## src/e2pd_pkg.sv

```systemverilog
`timescale 1ns / 1ps

package e2pd_pkg;

    localparam int PAGE_BYTES = 4096;
    localparam int ADDR_W     = $clog2(PAGE_BYTES);
    localparam int POS_W      = ADDR_W + 1;
    localparam int SUM_W      = POS_W + 1;
    localparam int QUEUE_DEPTH = 4;
    localparam int QPTR_W     = $clog2(QUEUE_DEPTH);

    // record kinds from the two low header bits
    localparam logic [1:0] KIND_RUN_OR_LIT = 2'b00;
    localparam logic [1:0] KIND_SHORT      = 2'b01;
    localparam logic [1:0] KIND_COPY       = 2'b10;
    localparam logic [1:0] KIND_LONG       = 2'b11;

    // one decoded transaction: rep copies of byte_val, then a back copy
    typedef struct packed {
        logic [7:0]        byte_val;
        logic [7:0]        rep;
        logic [5:0]        copy_len;
        logic [ADDR_W-1:0] offs;
        logic              final_step;
        logic              err;
    } cmd_t;

    typedef struct packed {
        logic [31:0]      data;
        logic [2:0]       count;
        logic             last;
        logic             status;
        logic [POS_W-1:0] total;
    } res_t;

endpackage

```

## src/e2pd_front.sv

```systemverilog
`timescale 1ns / 1ps

module e2pd_front
    import e2pd_pkg::*;
(
    input  logic       clk,
    input  logic       rst_n,
    input  logic       accept,
    input  logic [7:0] src_byte,
    input  logic       src_last,
    output logic       push,
    output cmd_t       cmd
);

    typedef enum logic [5:0] {
        PH_HEADER      = 6'b000001,
        PH_HEADER_MORE = 6'b000010,
        PH_RUN_COUNT   = 6'b000100,
        PH_RUN_VALUE   = 6'b001000,
        PH_LITERAL     = 6'b010000,
        PH_DRAIN       = 6'b100000
    } phase_t;

    phase_t            phase_reg, phase_next;
    logic [POS_W-1:0]  wp_reg, wp_next;
    logic [23:0]       hdr_reg, hdr_next;
    logic [1:0]        hcnt_reg, hcnt_next;
    logic [5:0]        lit_reg, lit_next;
    logic [5:0]        plen_reg, plen_next;
    logic [ADDR_W-1:0] pdist_reg, pdist_next;

    logic [23:0]       w;
    logic              hdr_done;
    logic [3:0]        f_lit;
    logic [5:0]        f_len;
    logic [ADDR_W-1:0] f_dist;
    logic [SUM_W-1:0]  span;
    logic [SUM_W-1:0]  reach;
    logic              fin;
    logic              bad;

    // header word with the incoming byte merged in
    always_comb
    begin
        if (hcnt_reg == 2'd1)
        begin
            w = {hdr_reg[23:16], src_byte, hdr_reg[7:0]};
        end
        else
        begin
            w = {src_byte, hdr_reg[15:0]};
        end
        hdr_done = (hdr_reg[1:0] == KIND_LONG) ? (hcnt_reg == 2'd2) : 1'b1;
    end

    // field split of the three back-reference forms
    always_comb
    begin
        unique case (w[1:0])
            KIND_SHORT:
            begin
                f_lit  = {2'b00, w[3:2]};
                f_len  = {3'b000, w[6:4]} + 6'd3;
                f_dist = {3'b000, w[15:7]};
            end
            KIND_COPY:
            begin
                f_lit  = 4'd0;
                f_len  = {4'b0000, w[3:2]} + 6'd3;
                f_dist = w[15:4];
            end
            KIND_LONG:
            begin
                f_lit  = w[5:2];
                f_len  = w[11:6];
                f_dist = w[23:12];
            end
            default:
            begin
                f_lit  = 4'd0;
                f_len  = 6'd0;
                f_dist = '0;
            end
        endcase
        span  = {1'b0, wp_reg} + SUM_W'(f_lit) + SUM_W'(f_len);
        reach = {1'b0, wp_reg} + SUM_W'(f_lit);
    end

    // record decoding and end-of-page handling
    always_comb
    begin
        phase_next = phase_reg;
        wp_next    = wp_reg;
        hdr_next   = hdr_reg;
        hcnt_next  = hcnt_reg;
        lit_next   = lit_reg;
        plen_next  = plen_reg;
        pdist_next = pdist_reg;
        push       = 1'b0;
        cmd        = '0;
        fin        = 1'b0;
        bad        = 1'b0;
        if (accept)
        begin
            cmd.byte_val = src_byte;
            unique case (phase_reg)
                PH_HEADER:
                begin
                    if (src_byte[1:0] == KIND_RUN_OR_LIT)
                    begin
                        if (src_byte == 8'd0)
                        begin
                            if (src_last)
                            begin
                                fin = 1'b1;
                            end
                            else
                            begin
                                phase_next = PH_RUN_COUNT;
                            end
                        end
                        else if ({1'b0, wp_reg} + SUM_W'(src_byte[7:2]) > SUM_W'(PAGE_BYTES))
                        begin
                            bad = 1'b1;
                        end
                        else
                        begin
                            lit_next   = src_byte[7:2];
                            plen_next  = '0;
                            pdist_next = '0;
                            phase_next = PH_LITERAL;
                        end
                    end
                    else
                    begin
                        hdr_next   = {16'd0, src_byte};
                        hcnt_next  = 2'd1;
                        phase_next = PH_HEADER_MORE;
                    end
                end
                PH_HEADER_MORE:
                begin
                    hdr_next  = w;
                    hcnt_next = hcnt_reg + 2'd1;
                    if (hdr_done)
                    begin
                        hcnt_next = 2'd0;
                        if (span > SUM_W'(PAGE_BYTES))
                        begin
                            bad = 1'b1;
                        end
                        else if (f_len != 6'd0 &&
                                 (f_dist == '0 || SUM_W'(f_dist) > reach))
                        begin
                            bad = 1'b1;
                        end
                        else if (f_lit != 4'd0)
                        begin
                            lit_next   = {2'b00, f_lit};
                            plen_next  = f_len;
                            pdist_next = f_dist;
                            phase_next = PH_LITERAL;
                        end
                        else
                        begin
                            cmd.copy_len = f_len;
                            cmd.offs     = f_dist;
                            wp_next      = wp_reg + POS_W'(f_len);
                            phase_next   = PH_HEADER;
                        end
                    end
                end
                PH_RUN_COUNT:
                begin
                    if (src_byte == 8'd0)
                    begin
                        fin = 1'b1;
                    end
                    else
                    begin
                        hdr_next   = {16'd0, src_byte};
                        phase_next = PH_RUN_VALUE;
                    end
                end
                PH_RUN_VALUE:
                begin
                    if ({1'b0, wp_reg} + SUM_W'(hdr_reg[7:0]) > SUM_W'(PAGE_BYTES))
                    begin
                        bad = 1'b1;
                    end
                    else
                    begin
                        cmd.rep    = hdr_reg[7:0];
                        wp_next    = wp_reg + POS_W'(hdr_reg[7:0]);
                        hdr_next   = '0;
                        phase_next = PH_HEADER;
                    end
                end
                PH_LITERAL:
                begin
                    cmd.rep  = 8'd1;
                    lit_next = lit_reg - 6'd1;
                    if (lit_reg == 6'd1)
                    begin
                        cmd.copy_len = plen_reg;
                        cmd.offs     = pdist_reg;
                        wp_next      = wp_reg + POS_W'(plen_reg) + POS_W'(1);
                        plen_next    = '0;
                        pdist_next   = '0;
                        phase_next   = PH_HEADER;
                    end
                    else
                    begin
                        wp_next = wp_reg + POS_W'(1);
                    end
                end
                PH_DRAIN:
                begin
                    if (src_last)
                    begin
                        wp_next    = '0;
                        phase_next = PH_HEADER;
                    end
                end
                default:
                begin
                    phase_next = PH_HEADER;
                end
            endcase

            if (phase_reg != PH_DRAIN)
            begin
                // last byte with the record incomplete is truncation
                if (!fin && !bad && src_last)
                begin
                    if (phase_next == PH_HEADER)
                    begin
                        fin = 1'b1;
                    end
                    else
                    begin
                        bad = 1'b1;
                    end
                end
                push = (cmd.rep != 8'd0) || (cmd.copy_len != 6'd0) || fin || bad;
                if (fin || bad)
                begin
                    cmd.final_step = 1'b1;
                    cmd.err        = bad;
                    hdr_next   = '0;
                    hcnt_next  = '0;
                    lit_next   = '0;
                    plen_next  = '0;
                    pdist_next = '0;
                    if (src_last)
                    begin
                        wp_next    = '0;
                        phase_next = PH_HEADER;
                    end
                    else
                    begin
                        phase_next = PH_DRAIN;
                    end
                end
            end
        end
    end

    // decoder state
    always_ff @(posedge clk or negedge rst_n)
    begin
        if (!rst_n)
        begin
            phase_reg <= PH_HEADER;
            wp_reg    <= '0;
            hdr_reg   <= '0;
            hcnt_reg  <= '0;
            lit_reg   <= '0;
            plen_reg  <= '0;
            pdist_reg <= '0;
        end
        else
        begin
            phase_reg <= phase_next;
            wp_reg    <= wp_next;
            hdr_reg   <= hdr_next;
            hcnt_reg  <= hcnt_next;
            lit_reg   <= lit_next;
            plen_reg  <= plen_next;
            pdist_reg <= pdist_next;
        end
    end

endmodule

```

## config.mk

```make
export PLATFORM = sky130hd
export DESIGN_NAME = e2pd_front
export DESIGN_NICKNAME = d
export VERILOG_FILES = /design/src/e2pd_pkg.sv /design/src/e2pd_front.sv
export SDC_FILE = /design/constraint.sdc
export NUM_CORES = 1
export LEC_CHECK = 0
export BUFFER_PORTS_ARGS = -buffer_cell sky130_fd_sc_hd__buf_2
export CORE_MARGIN = 3
export CORE_UTILIZATION = 31
export CTS_CLUSTER_SIZE = 30
export DETAILED_ROUTE_END_ITERATION = 6
export PLACE_DENSITY_LB_ADDON = 0.1
export SLEW_MARGIN = 30
export SYNTH_ARGS = -nofsm -noshare
export SYNTH_HDL_FRONTEND = slang
export SYNTH_SLANG_ARGS = --single-unit
```

## constraint.sdc

```tcl
create_clock -name clk -period 15.7 [get_ports clk]
set_input_delay 1.57 -clock clk [delete_from_list [all_inputs] [get_ports clk]]
set_output_delay 1.57 -clock clk [all_outputs]
set_load 0.02 [all_outputs]
```

### After elaboration in Yosys (flattened, before gate mapping)

Index checks and enable logic that the tools add are counted.

* register bits after elaboration: 69
* input port bits: 12
* output and inout port bits: 37
* logic and storage cells: 170

* $add $sub $neg: 13
* order comparisons: 4
* equal/unequal tests: 15
* muxes and demuxes: 114
* reduce and logical (&&, ||, !) cells: 17

Operators by type and width (number)
* $mux W6: 34
* $mux W24: 6
* $mux W13: 10
* $mux W12: 10
* $mux W18: 6
* $pmux W24 S4: 1
* $pmux W12 S3: 2
* $pmux W6 S3: 3
* $pmux W13 S4: 1
* $gt A14 B13 Y1 const B: 3
* $mux W36: 1
* $pmux W18 S2: 1
* $pmux W6 S6: 1
* $add A13 B1 Y13 const B: 2
* $add A13 B6 Y13: 2
* $mux W1: 24
* $eq A6 B1 Y1 const B: 3
* $mux W8: 2
* $pmux W8 S2: 1
* $add A13 B4 Y14: 1
* $add A13 B6 Y14: 1
* $add A13 B8 Y14: 1
* $add A14 B6 Y14: 1
* $gt A12 B14 Y1: 1
* 28 further kinds: 45

### Longest topological paths before layout

* depth after elaboration: 23
* gate-level depth with buffers: 27
* gate-level depth less buffers: 20

### Least setup slack after synthesis

Ideal clock, no wire load.

* path type: register to output
* start point: register hdr_reg[0]
* end point: output cmd[14] in the netlist's numbering
* data arrival time: 5.687 ns
* data required time: 14.130 ns
* slack: 8.443 ns
* cell stages (with the launch flop): 26
* path buffers: 7
* cell sequence: dfrtp_1 > buf_4 > clkbuf_4 > clkbuf_1 > buf_2 > buf_2 > buf_1 > nand2_1 > xnor2_1 > ha_1 > a211oi_1 > nor3_1 > a21oi_1 > xnor2_1 > ha_1 > o21a_1 > o31a_1 > o21ai_0 > nor2b_1 > a221o_1 > mux2_4 > a2111o_1 > a211oi_2 > clkbuf_1 > a22oi_1 > nor2_1

RTL lines
* start: declaration: line e2pd_front.sv:26 `logic [23:0] hdr_reg, hdr_next;`
* start signal: assignment: line e2pd_front.sv:286 `hdr_reg <= hdr_next;`
* end: declaration: line e2pd_front.sv:12 `output cmd_t cmd`

==> results.cfg <==
[grt]
grt_usage_pct = 24.3
grt_max_degree = 56
first_global_vias = 8474
antenna_found_initial = 0
grt_pass1_wl_mm = 54.0
overflow = 0

[timing]
tightest_slew_ns = 1.02
finalClockSkew_ns = 0.0110
holdWs_ns = 0.500
finalSetupViolations = 0
max_freq_mhz = 127
slew_violations = 0
tns_ns = 0
fin_crit_sh_pct = 50.2
hold_violations = 0
max_slew_margin_pct = 31.5
rsz0062_at_grt = false
timing.final.crit_period_ns = 7.87

[yosys]
synth_cells = 1085
synth_edf_count = 0
post_synth.cell_area_avg_sq_um = 7.70
synth_seq_area_share_pct = 20.7
synth_xor_area_share_pct = 3.46
synth_cell_type_count = 98
ys_seq_elements = 69
synth_compound_area_share_pct = 33.6
yosys_most_used_dff = dfrtp_1
syn_area_sq_mm = 0.00835
synthSimpleGateAreaFrac_pct = 23.4
synth_mux_area_share_pct = 3.73
syn-num-nets = 1156
synthArstFlopShare_pct = 100
synth_adder_area_share_pct = 9.29
synth_top_family_by_area = compound AO/OA/AOI/OAI gates
ys_warn_count = 0

[die]
coreArea_sq_mm = 0.0263
dieHeight_microns = 170
die_w_microns = 170
pin_count = 49
start_util_pct = 31.8
dieArea_sq_mm = 0.0289
rows = 59

[critical_path]
critPathLaunchType = flop
rr_endpoint = plen_reg[4]
worst-setup-path-type = reg2out
reg2reg_depth = 16
reg2reg_from = hdr_reg[1]
rrSetupSlack_ns = 9.03
setup.worst_path.end_class = output pin
crit_fanout = 25
critical_path_arrival_ns = 6.30
cp.required_ns = 14.13

[route]
antenna_left = 0
wirelength_mm = 35.4
post_drt_via_cell_ratio = 6.19
vias = 8891
drt_first_pass_iters = 5
drc = 0
routedWlPerCell_microns = 24.7
drt-initial-drc-count = 760

[worst_hold_path]
holdPathStages = 1
hold_path.class = reg2reg
whs_endpoint = pdist_reg[5]
hp-start = pdist_reg[5]

[final_layout]
fin_cells = 1437
final_core_util_pct = 34.8
nFillCells = 2791
area_growth_pct = 9.58
largest_register_ffs = 24
drive_above_1_share_pct = 11.9
nets = 1168
num_antenna_cells = 0

[power]
switching_share_pct = 53.6
total_power_mw = 1.23
power.switching_mw = 0.659
power.internal_mw = 0.571
p_per_area_mw_per_mm2 = 134
power_frac_comb_pct = 62.9
p_leak_nw = 3.73
ir_drop_mv = 0.0763
seqPwrFrac_pct = 20.6
clock_power_share_pct = 16.6

[placement]
post-dp-hpwl_mm = 26.9
gp_congestion = 0.926
io_buffer_count = 48
placedCellCount = 1421

[run_status]
status = complete, no violations

[clocking]
cts_root_buf = clkbuf_16
cts_inserted_buffers = 9
cts_max_path_buffers = 2
post_cts_buffers = 0
clk_pin_slew_ns = 0.07
ctsResizeCount = 0
cts_sinks = 69
htreeDepth = 3
clkLatencyLatePin_ns = 0.35
postCtsHoldBufs = 0
cts_tree = yes

[flow_run]
drv_cap = 0
## placed cells by master, fill, tap and decap left out, types with 7 or more instances in the layout
master	netlist	final
a21o_1	8	8
nand2b_1	10	10
buf_2	12	47
or3_1	8	8
o221ai_1	8	8
o2bb2ai_1	8	8
xor2_1	8	8
o21a_1	7	7
a211oi_1	13	13
xnor2_1	25	25
inv_1	44	44
a31oi_1	17	17
nand3_1	32	32
a21oi_1	55	55
and2_1	9	9
o21ai_0	74	74
nand2_1	91	91
nor2b_1	23	23
o22ai_1	12	12
nand3b_1	9	9
ha_1	54	54
clkbuf_16	0	9
buf_4	8	24
a22oi_1	21	21
dfrtp_1	68	67
nor3_1	27	27
o211ai_1	24	24
mux2i_1	24	24
nor4_1	20	20
nand4_1	9	9
nor2_1	107	107
and3_1	12	12
a22o_1	25	25
o21ai_1	17	17
## cells by family after synthesis
family	Yosys count
AO/OA/AOI/OAI	389
XOR/XNOR	33
adder cells (fa/ha/maj)	59
buffers and inverters	116
flip-flops	69
multiplexers	30
AND/OR/NAND/NOR	389
## cell type report
type	count	area (sq um)	area share, %
inverters	46	173	1.89
well taps	335	419	4.58
repair buffers	71	415	4.54
clock inverters	6	47.5	0.520
flip-flops and latches	69	1730	18.9
clock buffers	10	229	2.50
multi-input cells	900	6140	67.1
## worst max-delay path, stage by stage (launching register included)
cell	delay (ns)
dfrtp_1	0.91
inv_1	0.42
o32ai_1	0.86
ha_1	0.32
inv_1	0.07
fa_1	0.43
nor2b_1	0.17
o31a_1	0.19
o21ai_0	0.14
nor2b_1	0.18
a221o_1	0.33
mux2_4	0.34
a2111o_1	0.53
a211oi_2	0.21
buf_4	0.32
nor3_1	0.12
a31oi_1	0.18
nor2_1	0.06
buf_2	0.15
## worst max path at each step
stage,from,to
detailed placement,hdr_reg[1],cmd[0]
floorplan,hdr_reg[0],cmd[14]
finish,hdr_reg[1],cmd[0]
global placement,hdr_reg[1],cmd[0]
global route,hdr_reg[1],cmd[0]
CTS,hdr_reg[1],cmd[0]
## routing by layer
layer / GRT usage, % / routed length (microns) / up-vias / part of all wire, %
met3: 2.95 / 1580 / 38 / 4.5
met5: 0 / 0 / - / 0
met1: 34.9 / 16900 / 4427 / 48
met2: 39.2 / 16400 / 269 / 46
li1: - / - / 4157 / -
met4: 5.19 / 593 / 0 / 1.7
## Yosys cell counts, drive strengths merged, types with 7 or more instances
master,count,area share (%)
o2bb2ai,8,0.84
a21oi,59,3.7
o221ai,9,1.0
and2,9,0.67
a31oi,18,1.4
dfrtp,68,20
nand2,92,4.2
xor2,8,0.84
o22ai,12,0.90
ha,54,8.1
a22oi,21,1.9
nand2b,11,0.91
inv,46,2.1
nand4,9,0.67
nand3,33,2.0
buf,24,1.7
nor2,108,4.9
o211ai,24,2.2
a22o,25,2.6
nor4,21,1.8
nor2b,23,1.7
and3,12,0.90
nand3b,9,0.81
a2111oi,11,1.8
o21ai,92,5.6
or3,9,0.73
mux2i,24,2.9
a211oi,15,1.5
clkbuf,46,2.1
nor3,28,1.7
o21a,7,0.63
xnor2,25,2.6
a21o,8,0.72
## power by group through the flow
stage,sequential [mW],combinational [mW],clock (mW)
after floorplan,0.219,0.554,0
after global placement,0.256,0.763,0
after detailed placement,0.255,0.759,0
after CTS,0.252,0.763,0.208
after global routing,0.257,0.838,0.215
final,0.253,0.773,0.204
## stage by stage
stage                     cell area, sq um  setup WS, ns
after floorplan                       8350          8.44
after global placement                8870          8.28
after detailed placement              8870          8.23
after CTS                             9150          7.84
after global routing                  9150          7.35
final                                 9150          7.83
Note: power is estimated with default switching activity, not from simulation.
