### config.mk
export PLATFORM = sky130hd
export DESIGN_NAME = e2pd_queue
export DESIGN_NICKNAME = d
export VERILOG_FILES = /design/src/e2pd_pkg.sv /design/src/e2pd_queue.sv
export SDC_FILE = /design/constraint.sdc
export NUM_CORES = 1
export LEC_CHECK = 0
export BUFFER_PORTS_ARGS = -buffer_cell sky130_fd_sc_hd__buf_2
export CORE_UTILIZATION = 51
export CTS_CLUSTER_SIZE = 28
export DETAILED_ROUTE_END_ITERATION = 6
export PLACE_DENSITY = 0.78
export REMOVE_ABC_BUFFERS = 1
export SYNTH_ARGS = -nofsm -noshare
export SYNTH_HDL_FRONTEND = slang
export SYNTH_SLANG_ARGS = --single-unit
### constraint.sdc
create_clock -name clk -period 1.75 [get_ports clk]
set_input_delay 0.35 -clock clk [delete_from_list [all_inputs] [get_ports clk]]
set_output_delay 0.35 -clock clk [all_outputs]
set_load 0.005 [all_outputs]
### src/e2pd_pkg.sv
`timescale 1ns / 1ps

package e2pd_pkg;

    localparam int PAGE_BYTES = 4096;
    localparam int ADDR_W     = $clog2(PAGE_BYTES);
    localparam int POS_W      = ADDR_W + 1;
    localparam int SUM_W      = POS_W + 1;
    localparam int QUEUE_DEPTH = 4;
    localparam int QPTR_W     = $clog2(QUEUE_DEPTH);

    // record kinds from the two low header bits
    localparam logic [1:0] KIND_RUN_OR_LIT = 2'b00;
    localparam logic [1:0] KIND_SHORT      = 2'b01;
    localparam logic [1:0] KIND_COPY       = 2'b10;
    localparam logic [1:0] KIND_LONG       = 2'b11;

    // one decoded transaction: rep copies of byte_val, then a back copy
    typedef struct packed {
        logic [7:0]        byte_val;
        logic [7:0]        rep;
        logic [5:0]        copy_len;
        logic [ADDR_W-1:0] offs;
        logic              final_step;
        logic              err;
    } cmd_t;

    typedef struct packed {
        logic [31:0]      data;
        logic [2:0]       count;
        logic             last;
        logic             status;
        logic [POS_W-1:0] total;
    } res_t;

endpackage

### src/e2pd_queue.sv
`timescale 1ns / 1ps

module e2pd_queue
    import e2pd_pkg::*;
(
    input  logic clk,
    input  logic rst_n,
    input  logic push,
    input  cmd_t push_cmd,
    input  logic pop,
    output cmd_t head,
    output logic empty,
    output logic full
);

    cmd_t              slot_reg [QUEUE_DEPTH];
    logic [QPTR_W-1:0] wr_reg, wr_next;
    logic [QPTR_W-1:0] rd_reg, rd_next;
    logic [QPTR_W:0]   fill_reg, fill_next;

    assign empty = (fill_reg == '0);
    assign full  = (fill_reg == (QPTR_W + 1)'(QUEUE_DEPTH));
    assign head  = slot_reg[rd_reg];

    // pointer and fill bookkeeping
    always_comb
    begin
        wr_next   = push ? wr_reg + QPTR_W'(1) : wr_reg;
        rd_next   = pop ? rd_reg + QPTR_W'(1) : rd_reg;
        fill_next = fill_reg + (QPTR_W + 1)'(push) - (QPTR_W + 1)'(pop);
    end

    always_ff @(posedge clk or negedge rst_n)
    begin
        if (!rst_n)
        begin
            wr_reg   <= '0;
            rd_reg   <= '0;
            fill_reg <= '0;
        end
        else
        begin
            wr_reg   <= wr_next;
            rd_reg   <= rd_next;
            fill_reg <= fill_next;
        end
    end

    // payload slots
    always_ff @(posedge clk)
    begin
        if (push)
        begin
            slot_reg[wr_reg] <= push_cmd;
        end
    end

endmodule

Word level (Yosys, flattened, before mapping)
Memories as Yosys holds them, arrays and structs flattened.
Index checks and enable logic that the tools add are counted.
{ "totals": {"regBits": 7, "mem_bits_rw": 144, "in_bits": 40, "out_inout_bits": 38, "elab_cells": 12, "n_memories": 1} }
{ "memory_table": {"columns": ["name", "words", "word_bits", "rd", "rd_clocked_by_memory_dff", "wr", "line_no", "source"], "rows": [
  ["slot_reg", 4, 36, 1, 0, 1, "e2pd_queue.sv:16", "cmd_t slot_reg [QUEUE_DEPTH];"]
]} }
{ "op_classes": {"add_sub_neg": 4, "n_eq_ne": 1, "mux": 2, "n_reduce_logical": 1} }
{ "ops": {"columns": ["cell", "n"], "rows": [
  ["$add 2x1->2 const B", 2],
  ["$add 3x1->3", 1],
  ["$eq 3x3->1 const B", 1],
  ["$logic_not 3->1", 1],
  ["$sub 3x1->3", 1],
  ["$mux 1", 2]
]} }

Logic depth before layout (Yosys ltp)
Gate-level depths: netlist of run 1.
{ "logic_depth": {"ltp_word": 2, "mapped_depth": 6} }

Least setup slack after synthesis of run 1
No wires, ideal clock.
{ "synth_timing": {"path_kind": "reg-to-reg", "startpoint": "register wr_reg[0]", "endpoint": "memory slot_reg[0][0] in the netlist's numbering (enable)", "setup_ps": 397, "arrival_time_ps": 1499, "path_slack_ps": -146, "stages_incl_launch_ff": 4, "period_less_slack_ps": 1896, "path_cell_list": "dfrtp_1 inv_1 ha_1 and2_1"} }
{ "synth_rtl": {"columns": ["element", "line_no", "source"], "rows": [
  ["from (decl)", "e2pd_queue.sv:17", "logic [QPTR_W-1:0] wr_reg, wr_next;"],
  ["from (signal assigned)", "e2pd_queue.sv:43", "wr_reg <= wr_next;"],
  ["to (decl)", "e2pd_queue.sv:16", null]
]} }
No word-level cell before the write port.

==> impl_results.rst, run 1 <==
.. list-table::
   :header-rows: 1

   * - Metric
     - Value
   * - Aggregate routed wire length
     - 9470 um
   * - Delay contributed by the slowest stage of the critical path
     - 0.50 ns
   * - Initial core utilization
     - 53.5%
   * - Hold Slack
     - 0.0443 ns
   * - Time the worst path needs with I/O delays and setup
     - 2.19 ns
   * - Final Setup Violations
     - 36
   * - Weighted congestion reported at the end of routability-driven placement
     - 0.690
   * - Highest-count cells in the layout ignoring fill and taps
     - edfxtp_1 (144), buf_2 (75), mux4_2 (36), clkbuf_16 (18), buf_12 (9)
   * - Max H-tree Level
     - 4
   * - Remaining DRCs
     - 0
   * - Kind of end point of the critical path
     - output pin
   * - Cells taking the most area after synthesis
     - edfxtp_1 (77%), mux4_2 (14%), dfrtp_1 (3.1%)
   * - Pin count of the biggest net entering global routing
     - 24
   * - Area taken by multi-input logic gates
     - 1000 sq um
   * - Max rail drop VDD
     - 0.000931 V
   * - Total inserted antenna cells
     - 0
   * - Fraction of synthesized cell area taken by the top area cell type
     - 77.2%
   * - Global-route wire length before repair
     - 14,500 um
   * - Area enclosed by the die boundary
     - 11,400 sq um
   * - Core Util, Final
     - 66.8%
   * - Reg area
     - 4500 sq um
   * - Number of cell rows
     - 37
   * - Worst setup SP type
     - register
   * - IO buf count
     - 77
   * - Violations in the final reports
     - negative setup slack
   * - Post-DR wirelength/cell
     - 19.9 um
   * - CTS buffer count
     - 17
   * - Summed instance area of the synthesized netlist
     - 5600 sq um
   * - Critical path fanouts, max
     - 6
   * - Final total negative setup slack
     - -14.73 ns
   * - Top Ports
     - 78
   * - Synthesis warning total
     - 0
   * - Ordered cell list for the critical path
     - buf_12, clkbuf_16, mux4_2, buf_2
   * - Relative max-transition margin
     - 80.6%
   * - Final number of max-transition violations
     - 0
   * - Clock tree from TritonCTS
     - yes
   * - Class of the tightest hold or removal check
     - primary input to register
   * - Cell total after placement
     - 441
   * - Least-Margin Pin Slew
     - 0.292 ns
   * - Result of the run
     - finished with violations
   * - Vias after detailed routing
     - 2,586
   * - Sum of net half-perimeters after detailed placement
     - 5590 um
   * - Post-Syn Instances
     - 222
   * - Floorplan core area
     - 10,500 sq um
   * - Global route total overflow
     - 0
   * - Count of routing violations after the opening detailed-route iteration
     - 121
   * - Source-to-sink clock delay at the later pin of the worst-skew pair
     - 0.52 ns
   * - Initial antenna violation count
     - 1
   * - Clock tree skew after final layout
     - 0.00892 ns
   * - Non-filler cells in the finished layout
     - 477
   * - DP Area
     - 6260 sq um
   * - Maximum buffer depth of the clock tree
     - 2
   * - Max Clock Freq
     - 457 MHz
   * - Biggest area consumer among synthesized cells
     - edfxtp_1
   * - Crit Path Category
     - register to output pin
   * - Relative area change from synthesis to final layout
     - 24.8%
   * - RSZ-0062 raised after global routing
     - yes
   * - Vias in the first global route
     - 2,754
   * - Number of inserted filler cells in the final layout
     - 692
   * - Post-DRT Antenna Nets
     - 0
   * - Most common cell after layout, fill and taps aside
     - edfxtp_1
   * - Lkg Pwr
     - 2.50 nW
   * - Distinct cell type count after synthesis
     - 17
   * - Share of post-route cells with drive strength above 1
     - 48.7%
   * - Design Area, Final
     - 6990 sq um
   * - Worst Path Required
     - 1.40 ns
   * - Die Span Y
     - 107 um
   * - Synthesized area per cell
     - 25.2 sq um
   * - Detailed-route vias per instance
     - 5.42
   * - Post-route worst setup slack
     - -0.441 ns
   * - Number of sinks on the clock net
     - 151
   * - Part of the cycle the worst path needs
     - 125%
   * - Part of the Yosys area used for sequential elements
     - 80.4%
   * - Power density over the cells
     - 1730 nW/um^2
   * - Maximum capacitance violations
     - 0
   * - Number of flip-flops under the largest register name
     - 144
   * - CTS clk-pin slew, worst paths
     - 0.06 ns
   * - Number of nets in the final layout
     - 376
   * - Flop and latch count out of synthesis
     - 151
   * - Clock Root Buffer
     - clkbuf_8
   * - Horizontal extent of the die
     - 107 um
   * - Cell type of the slowest stage on the worst timing path
     - mux4_2
   * - Endpoints failing hold
     - 0
   * - Total track usage
     - 18.2%
   * - Number of search-and-repair iterations in the first detailed-routing pass
     - 4
   * - Signal arrival time at the worst endpoint
     - 1.84 ns
layer usage:
layer | global-route usage (%) | wire length (um) | vias to the layer above
met5 | 0 | 17 | -
met4 | 7.05 | 84 | 2
met3 | 6.81 | 550 | 11
met2 | 29.6 | 4830 | 89
met1 | 22.1 | 3990 | 1339
li1 | - | - | 1145
power by group:
group | leakage (nW) | internal [mW] | switching [mW] | total, mW
Sequential | 1.40 | 4.75 | 0.202 | 4.95
Clock | 0.290 | 2.31 | 1.34 | 3.65
Combinational | 0.811 | 1.91 | 1.56 | 3.46
worst max-delay path, delay by kind of cell, from the launching register on:
family,cells,cell delay (ns)
DFF,1,0.37
muxes,1,0.50
buffers and inverters,3,0.45
cells by family (layout without fill, tap and decap cells):
kind of cell	Yosys count	in the layout	synth area share (%)
fa+ha+maj	7	7	1.70
buf+inv	14	133	1.81
compound gates	1	1	0.0893
mux	36	36	14.5
simple gates	8	8	0.782
flops	151	151	80.4
xor+xnor	5	5	0.782
synth_stat cells:
| master | n |
|---|---|
| inv_1 | 6 |
| buf_12 | 2 |
| xor2_1 | 3 |
| mux4_2 | 36 |
| dfrtp_1 | 7 |
| o21ai_0 | 1 |
| nor3_1 | 1 |
| xnor2_1 | 2 |
| and3_1 | 1 |
| and2_1 | 4 |
| edfxtp_1 | 144 |
| fa_1 | 1 |
| buf_6 | 1 |
| buf_2 | 4 |
| nand2_1 | 2 |
| ha_1 | 6 |
| buf_4 | 1 |
cell type report:
class,instances,share of cell area [%]
clock buffer,19,6.03
clock inverter,12,2.52
inverter,6,0.322
multi-input combinational,57,14.4
sequential,151,64.4
tap,136,2.43
timing repair buffer,96,9.93
final timing paths:
check                                 startpoint                        end  slack (ns)  cells after the start
max                        rd_reg[0]$_DFFE_PN0P_                   head[26]       -0.44                      4
min                                 push_cmd[31]  slot_reg[1][31]$_DFFE_PP_        0.04                      1
max reg2reg                fill_reg[0]$_DFF_PN0_      fill_reg[2]$_DFF_PN0_        0.20                      6
min reg2reg                wr_reg[0]$_DFFE_PN0P_      wr_reg[0]$_DFFE_PN0P_        0.55                      1
max in group asynchronous                  rst_n      rd_reg[0]$_DFFE_PN0P_        1.36                      2
min in group asynchronous                  rst_n      fill_reg[0]$_DFF_PN0_        0.22                      2
repair_timing:
action	in CTS	in global routing
buffers inserted	0	1
hold endpoints to repair	7	0
hold buffers	1	0
setup endpoints to repair	36	37
gates cloned	0	3
resized for setup	0	9
through the flow:
stage,setup WS [ns],total power [mW]
floorplan,-0.823,6.79
global placement,0.110,8.13
detailed placement,0.101,8.21
CTS,-0.470,11.9
global route,-0.523,12.7
finish,-0.441,12.1
Power figures use the tool's default switching activity.
==> run 2, diff against run 1 <==
--- a/config.mk
+++ b/config.mk
@@ -5,7 +5,7 @@
 export SDC_FILE = /design/constraint.sdc
 export NUM_CORES = 1
 export LEC_CHECK = 0
-export BUFFER_PORTS_ARGS = -buffer_cell sky130_fd_sc_hd__buf_2
+export BUFFER_PORTS_ARGS = -buffer_cell sky130_fd_sc_hd__buf_4
 export CORE_UTILIZATION = 51
 export CTS_CLUSTER_SIZE = 28
 export DETAILED_ROUTE_END_ITERATION = 6
==> run 2 against run 1 <==
  * The flow still finishes with violations (negative setup slack)
  * Critical path type unchanged
  * Cell area increased by 3.6%
  * Sequential power increased by 0.8%
  * Worst setup slack improved by 0.0091 ns
  * Worst hold slack got worse by 0.013 ns
  * Critical path depth decreased by 1
  * Utilization increased by 2.4 points
  * Sequential share of layout area decreased by 2.3 points
  * Via count about the same
  * Clock power increased by 2%
  * Largest power group unchanged
  * First-iteration DRC count increased by 51%
  * Power increased by 3.3%
==> impl_results.rst, run 2 (synthesized netlist as in run 1, its figures left out) <==
.. list-table::
   :header-rows: 1

   * - Metric
     - Value
   * - Result of the run
     - finished with violations (unchanged)
   * - Final total negative setup slack
     - -14.40 ns (was -14.73 ns)
   * - Vias after detailed routing
     - 2,588 (was 2,586)
   * - Termination of the worst setup path
     - head[4] (was head[26])
   * - Critical path fanouts, max
     - 18 (was 6)
   * - Top Ports
     - 78 (unchanged)
   * - Floorplan core area
     - 10,500 sq um (unchanged)
   * - Cell type of the slowest stage on the worst timing path
     - mux4_2 (unchanged)
   * - Kind of end point of the critical path
     - output pin (unchanged)
   * - Weighted congestion reported at the end of routability-driven placement
     - 0.677 (was 0.690)
   * - Launch point of the worst path
     - rd_reg[0]$_DFFE_PN0P_ (unchanged)
   * - Detailed-route vias per instance
     - 5.38 (was 5.42)
   * - Number of cells on the worst reg-to-reg path
     - 6 (unchanged)
   * - Endpoints failing hold
     - 0 (unchanged)
   * - Worst setup SP type
     - register (unchanged)
   * - Count of routing violations after the opening detailed-route iteration
     - 183 (was 121)
   * - Remaining DRCs
     - 0 (unchanged)
   * - Initial antenna violation count
     - 0 (was 1)
   * - Delay contributed by the slowest stage of the critical path
     - 0.56 ns (was 0.50 ns)
   * - Source-to-sink clock delay at the later pin of the worst-skew pair
     - 0.52 ns (about the same)
   * - Total inserted antenna cells
     - 0 (unchanged)
   * - Relative area change from synthesis to final layout
     - 29.4% (was 24.8%)
   * - Max rail drop VDD
     - 0.000796 V (was 0.000931 V)
   * - Crit Path Category
     - register to output pin (unchanged)
   * - Part of the cycle the worst path needs
     - 125% (about the same)
   * - DP Area
     - 6490 sq um (was 6260 sq um)
   * - CTS buffer count
     - 17 (unchanged)
   * - Die Span Y
     - 107 um (unchanged)
   * - Share of post-route cells with drive strength above 1
     - 48.1% (was 48.7%)
   * - Number of stages on the worst setup path
     - 3 (was 4)
   * - Global-route wire length before repair
     - 15,100 um (was 14,500 um)
   * - Worst Path Required
     - 1.40 ns (about the same)
   * - Final number of max-transition violations
     - 0 (unchanged)
   * - Non-filler cells in the finished layout
     - 481 (was 477)
   * - Number of sinks on the clock net
     - 151 (unchanged)
   * - Number of cell rows
     - 37 (unchanged)
   * - Number of nets in the final layout
     - 379 (was 376)
   * - Least-Margin Pin Slew
     - 0.307 ns (was 0.292 ns)
   * - Violations in the final reports
     - negative setup slack (unchanged)
   * - Design Area, Final
     - 7240 sq um (was 6990 sq um)
   * - Time the worst path needs with I/O delays and setup
     - 2.18 ns (was 2.19 ns)
   * - Global route total overflow
     - 0 (unchanged)
   * - Clock tree skew after final layout
     - 0.00614 ns (was 0.00892 ns)
   * - Area enclosed by the die boundary
     - 11,400 sq um (unchanged)
   * - Power density over the cells
     - 1720 nW/um^2 (was 1730 nW/um^2)
   * - Post-CTS setup buffer count
     - 0 (unchanged)
   * - Post-route worst setup slack
     - -0.431 ns (was -0.441 ns)
   * - RSZ-0062 raised after global routing
     - yes (unchanged)
   * - Highest-count cells in the layout ignoring fill and taps
     - edfxtp_1 (144), buf_4 (66), mux4_2 (36), buf_6 (18), clkbuf_16 (16) (was edfxtp_1 (144), buf_2 (75), mux4_2 (36), clkbuf_16 (18), buf_12 (9))
   * - Clock Root Buffer
     - clkbuf_8 (unchanged)
   * - Lkg Pwr
     - 2.57 nW (was 2.50 nW)
   * - Most common cell after layout, fill and taps aside
     - edfxtp_1 (unchanged)
   * - Maximum capacitance violations
     - 0 (unchanged)
   * - Relative max-transition margin
     - 79.6% (was 80.6%)
   * - Aggregate routed wire length
     - 9820 um (was 9470 um)
   * - Vias in the first global route
     - 2,781 (was 2,754)
   * - CTS clk-pin slew, worst paths
     - 0.06 ns (about the same)
   * - Sum of net half-perimeters after detailed placement
     - 6030 um (was 5590 um)
   * - Max H-tree Level
     - 4 (unchanged)
   * - Signal arrival time at the worst endpoint
     - 1.83 ns (was 1.84 ns)
   * - Post-DRT Antenna Nets
     - 0 (unchanged)
   * - Number of search-and-repair iterations in the first detailed-routing pass
     - 4 (unchanged)
   * - Total track usage
     - 18.9% (was 18.2%)
   * - Number of buffers and inverters on the critical path
     - 2 (was 3)
   * - Clock tree from TritonCTS
     - yes (unchanged)
   * - Pre-CTS setup slack
     - 0.0835 ns (was 0.101 ns)
   * - Worst reg-to-reg setup slack
     - 0.23 ns (was 0.20 ns)
   * - Post-DR wirelength/cell
     - 20.4 um (was 19.9 um)
   * - Critical R2R Capture
     - fill_reg[2]$_DFF_PN0_ (unchanged)
   * - Final Setup Violations
     - 36 (unchanged)
   * - Horizontal extent of the die
     - 107 um (unchanged)
   * - Reg2reg start
     - fill_reg[0]$_DFF_PN0_ (unchanged)
   * - Maximum buffer depth of the clock tree
     - 2 (unchanged)
   * - Class of the tightest hold or removal check
     - primary input to register (unchanged)
   * - Initial core utilization
     - 53.5% (unchanged)
   * - Pin count of the biggest net entering global routing
     - 31 (was 24)
   * - Top delay family on crit path
     - multiplexers (unchanged)
   * - Ordered cell list for the critical path
     - buf_12, mux4_2, buf_6 (was buf_12, clkbuf_16, mux4_2, buf_2)
   * - Number of flip-flops under the largest register name
     - 144 (unchanged)
   * - IO buf count
     - 77 (unchanged)
   * - Max Clock Freq
     - 458 MHz (was 457 MHz)
   * - Cell total after placement
     - 442 (was 441)
==> run 2: routing by layer <==
| metal | global-route usage [%] | part of all wire [%] | up-vias |
|---|---|---|---|
| met5 | 0 | 0 | - |
| met2 | 30.9 | 53 | 86 |
| met1 | 23.3 | 41 | 1341 |
| met4 | 6.26 | 1.1 | 0 |
| li1 | - | - | 1152 |
| met3 | 7.36 | 5.0 | 9 |
==> run 2: worst register-to-register path, cell delays in order (launching register included) <==
cell and delay, ns:
dfrtp_1 0.36, inv_1 0.06, ha_1 0.26, inv_1 0.03, ha_1 0.19, fa_1 0.38, xnor2_1 0.13
==> run 2: worst min path at each step <==
| stage | start | to | slack (ns) | depth (start not counted) |
|---|---|---|---|---|
| 5_1_grt | push_cmd[14] | slot_reg[2][14]$_DFFE_PP_ | 0.001 | 1 |
| 4_1_cts | push_cmd[34] | slot_reg[2][34]$_DFFE_PP_ | 0.0004 | 1 |
| 3_3_place_gp | rst_n | fill_reg[0]$_DFF_PN0_ | 0.17 | 1 |
| 3_5_place_dp | rst_n | fill_reg[0]$_DFF_PN0_ | 0.17 | 1 |
| 6_report | push_cmd[14] | slot_reg[0][14]$_DFFE_PP_ | 0.03 | 1 |
| 2_1_floorplan | rst_n | fill_reg[0]$_DFF_PN0_ | 0.05 | 0 |
==> run 2: final cells by class <==
class / count / area [sq um]
flip-flops and latches: 151 / 4500
fillers: 644 / 3220
multi-input cells: 57 / 1010
repair buffers: 99 / 928
clock buffers: 20 / 435
clock inverters: 12 / 178
well taps: 136 / 170
inverters: 6 / 22.5
==> run 2: per-stage QoR <==
step	total power, mW	hold slack (ns)	util [%]
after detailed placement	8.65	0.171	62.0
after floorplan	6.79	0.0544	-
after global placement	8.55	0.170	62.0
after global routing	13.0	0.00124	69.2
final	12.5	0.0308	69.2
after CTS	12.6	0.000411	68.7
==> run 2: what timing repair did <==
action                                 4_1_cts  5_1_grt
resized for setup                           17        3
hold buffers                                 2        5
gates cloned                                 0        0
setup endpoints to repair                   36       37
pin swaps                                    0        0
endpoints found under the hold margin       11       18
==> run 2: where the power goes <==
part           switching (mW)  total, mW  internal (mW)  leakage [nW]
Combinational            1.57       3.75           2.18         0.884
Sequential              0.244       4.99           4.75          1.40
Clock                    1.36       3.71           2.35         0.287
